===== config.mk =====
export PLATFORM = sky130hd
export DESIGN_NAME = cfa_div_step
export DESIGN_NICKNAME = d
export VERILOG_FILES = /design/src/design/cfa_div_step.sv
export SDC_FILE = /design/constraint.sdc
export NUM_CORES = 1
export LEC_CHECK = 0
export ABC_AREA = 1
export ABC_CLOCK_PERIOD_IN_PS = 4600
export BUFFER_PORTS_ARGS = -buffer_cell sky130_fd_sc_hd__buf_2
export CORE_ASPECT_RATIO = 0.5
export CORE_MARGIN = 3
export CORE_UTILIZATION = 58
export DETAILED_ROUTE_END_ITERATION = 6
export GPL_TIMING_DRIVEN = 0
export HOLD_SLACK_MARGIN = 0.15
export PLACE_DENSITY = 0.88
export SLEW_MARGIN = 20
export SYNTH_ARGS = -nofsm -noshare
export SYNTH_HDL_FRONTEND = slang
export SYNTH_SLANG_ARGS = --single-unit

===== constraint.sdc =====
create_clock -name clk -period 4.6 [get_ports clk]
set_clock_uncertainty 0.15 [all_clocks]
set_input_delay 0.69 -clock clk [delete_from_list [all_inputs] [get_ports clk]]
set_output_delay 0.69 -clock clk [all_outputs]
set_load 0.05 [all_outputs]

===== src/design/cfa_div_step.sv =====
// one registered step of the restoring divider: brings in one numerator bit
// and produces one quotient bit; no package dependencies
`timescale 1ns / 1ps
`default_nettype none
module cfa_div_step #(
  parameter int MW = 64,
  parameter int QW = 33
) (
  input  logic          clk,
  input  logic [MW:0]   rem_in,
  input  logic [MW-1:0] den,
  input  logic          nbit,
  input  logic [QW-1:0] q_in,
  output logic [MW:0]   rem_out,
  output logic [QW-1:0] q_out
);

  logic [MW:0] trial;
  logic        ge;

  always_comb begin
    trial = {rem_in[MW-1:0], nbit};
    ge    = trial >= {1'b0, den};
  end

  always_ff @(posedge clk) begin
    rem_out <= ge ? (trial - {1'b0, den}) : trial;
    q_out   <= {q_in[QW-2:0], ge};
  end

endmodule
`default_nettype wire


==> impl_results.md <==
* CORE AREA at 0.01562 sq mm
* DRC at 0
* Period utilization at 0.6357
* Gpl congestion at roughly 1.1
* Crit-path leading delay family: simple AND/OR/NAND/NOR gates
* Synth cell types at 29
* Max Fclk at 342.0 MHz
* Initial DRC count at 1304
* Clk buf depth at 2
* Final ANT Viol Nets at 0
* Die ar. at 0.01783 sq mm
* Routed len/inst at roughly 15 um
* Vias per Instance at 5.101
* Post-CTS sizing at 0
* Total GRT Usage at 0.3645
* Hold_sp: q_in[29]
* Avg Cell Area, Syn at 5.376 sq um
* Max Cap Violations at 0
* Number of hold violations in the final report at 0
* Die Wd at roughly 190 um
* Setup violators final at 0
* CP startpoint kind: primary input
* # fillers at 1483
* CP Buf/Inv Count at 5
* Outcome: finished clean
* Worst-path cell chain: buf_2 > inv_1 > ha_1 > nand2_1 > nor2_1 > inv_2 > nor2_2 > nand2_1 > nor2_1 > nand4_1 > buf_2 > buf_2 > nand4_1 > nand2_1
* Slew @ Worst Pin at 502.5 ps
* Global-route wire length before repair at 49980 um
* Post-synth net total at approximately 2000
* CTS tree: yes
* CP Class: primary input to flip-flop
* Cells after Synth at 1745
* Pwr/cell area at 305.8 mW/mm^2
* Synth Cell Area at 0.009381 sq mm
* Antenna violations before repair at 1
* Hold buffers post-CTS at 0
* Number of synthesized flops with an enable pin at 0
* Clk root buf: clkbuf_16
* Row count at 32
* Post-synthesis sequential area ratio at 0.2091
* Pin count of the biggest net entering global routing at 19
* WHS Path Cells at 1
* Main area contributors after synthesis: nand2_1 31%, dfxtp_1 21%, inv_1 16%, ha_1 8.5%, nand4_1 4.7%
* CTS sink cnt at 98
* Synth top area share at 0.3121
* Setup Buffers After CTS at 0
* CTS clock-pin slew for the worst setup and hold paths at around 70 ps
* Gr ovfl total at 0
* Routed WL at approximately 33000 um
* Die Y at 95.93 um
* Setup TNS at 0 ps
* Number of global-route vias before repair at 10030
* FFs w/ async S/R, synth at 0
* Util after Layout at 0.7193
* Leak pwr at ~7.5 nW
* Endpoint, Worst Hold: q_out[30]
* Share of layout cells above drive strength 1 at 0.1663
* Vias at 11350
* Ys flop type: dfxtp_1
* Critical path arrival at 3030 ps
* Critical Path Sink Type: flip-flop
* Top-count cell post-synth: nand2_1
* Relative slew slack at 0.6624
* Post-route setup slack at roughly 1700 ps
* Hold Path Class: primary input to flip-flop
* Worst slack, placed at between 1000 and 1500 ps
* Port Buffers at 259
* Boundary Pins at approximately 260
* Num CTS Buffers at 9
* CP Max Fanout at 10
* RSZ-0062 raised after global routing: false
* Area growth, synth to finish at 19.73%
* Worst hold slack at 271.9 ps
* Initial core utilization at 0.6008
* Post-layout min period at 2924 ps
* CP peak stage delay at about 440 ps
* H-tree depth at 3
* Final Max Tran Viols at 0
* Critical Path RT at 4710 ps
* Maximum vdd ir drop at 0.1853 mV
* Yosys top cell by area: nand2_1
* Pre-antenna DRT Iters at 5
* Slowest CP cell: ha_1
* Final Net Count at 2244
* Seq cells post-synth at 98
* HPWL after DPL at 27690 um
* Yosys warns at 0
* Synth cell count leaders: 780 x nand2_1, 397 x inv_1, 99 x nor2_1, 98 x dfxtp_1, 70 x nand4_1
cell usage in the layout (no fill, tap or decap):
cell       instances
a21oi_1           48
clkinv_4           3
nor2_4             1
inv_1            397
a21boi_1           1
and2_1             3
dfxtp_1           98
nor3_1            12
nor2_2             5
diode_2            1
clkinv_1           2
nand3_1           57
nor3_2             3
buf_2            283
inv_6              1
nor2_1            99
nand2_1          780
clkbuf_16          9
inv_8              2
xnor2_1            1
xor2_1            30
ha_1              64
inv_2             20
nand3b_1           3
nand4_1           70
nand3_2            2
o21bai_1           1
buf_6              5
o21ai_1            1
nand2_2            1
and3_1             4
fa_1               1
nor4_1             8
o21ai_0            4
clkbuf_8           1
layer usage:
layer / vias to the layer above / track usage / share of wire
met5: - / 0 / 0
met4: 0 / 0.1146 / 0.025
met3: 68 / 0.09928 / 0.12
met2: 580 / 0.5706 / 0.42
met1: 4966 / 0.4912 / 0.43
li1: 5735 / - / -
logic make-up after synthesis:
kind of cell / after synthesis / share of synthesized area
AND/OR/NAND/NOR: 1048 / 0.4581
buffers and inverters: 448 / 0.1864
flip-flops: 98 / 0.2091
adder cells (fa/ha/maj): 65 / 0.08749
AO/OA/AOI/OAI: 55 / 0.02987
XOR/XNOR: 31 / 0.02894
where the power goes:
| group | internal, W | leakage [nW] | switching (W) |
|---|---|---|---|
| Combinational | 0.000442 | 6.49 | 0.00121 |
| Sequential | 0.000977 | 0.826 | 0.0000305 |
| Clock | 0.000395 | 0.147 | 0.000381 |
worst max-delay path by stage:
stage                     startpoint          end  slack (ps)  depth (start not counted)
final                        den[45]  rem_out[15]        1680                         14
after detailed placement     den[45]  rem_out[58]        1400                         14
after global routing         den[45]  rem_out[35]        1480                         14
after global placement    rem_in[44]  rem_out[37]        1390                         13
after CTS                    den[45]  rem_out[15]        1760                         14
after floorplan              den[44]  rem_out[10]        2100                         13
state kept, by name, indices dropped and copies added, names as in the netlist:
name	flops
q_out	33
rem_out	65
area by class of cell:
class                   instances  area [sq um]  share of cell area
diodes                          1         2.502           0.0002228
repair buffers                259          1296              0.1154
clock inverters                 6         57.56            0.005124
flip-flops and latches         98          1962              0.1747
well taps                     204         255.2             0.02272
plain buffers                  29         176.4             0.01571
inverters                     419          1573              0.1400
multi-input cells            1199          5670              0.5048
clock buffers                  10         239.0             0.02128
stage by stage:
step / cell area (sq um) / std cells / power [W]
after detailed placement: 10930 / 2208 / 0.002637
after global routing: 11230 / 2225 / 0.003630
after floorplan: 9382 / 1745 / 0.002196
after CTS: 11230 / 2224 / 0.003418
final: 11230 / 2225 / 0.003435
after global placement: 10930 / 2208 / 0.002616
No activity file was read; power rests on OpenSTA's default activity.
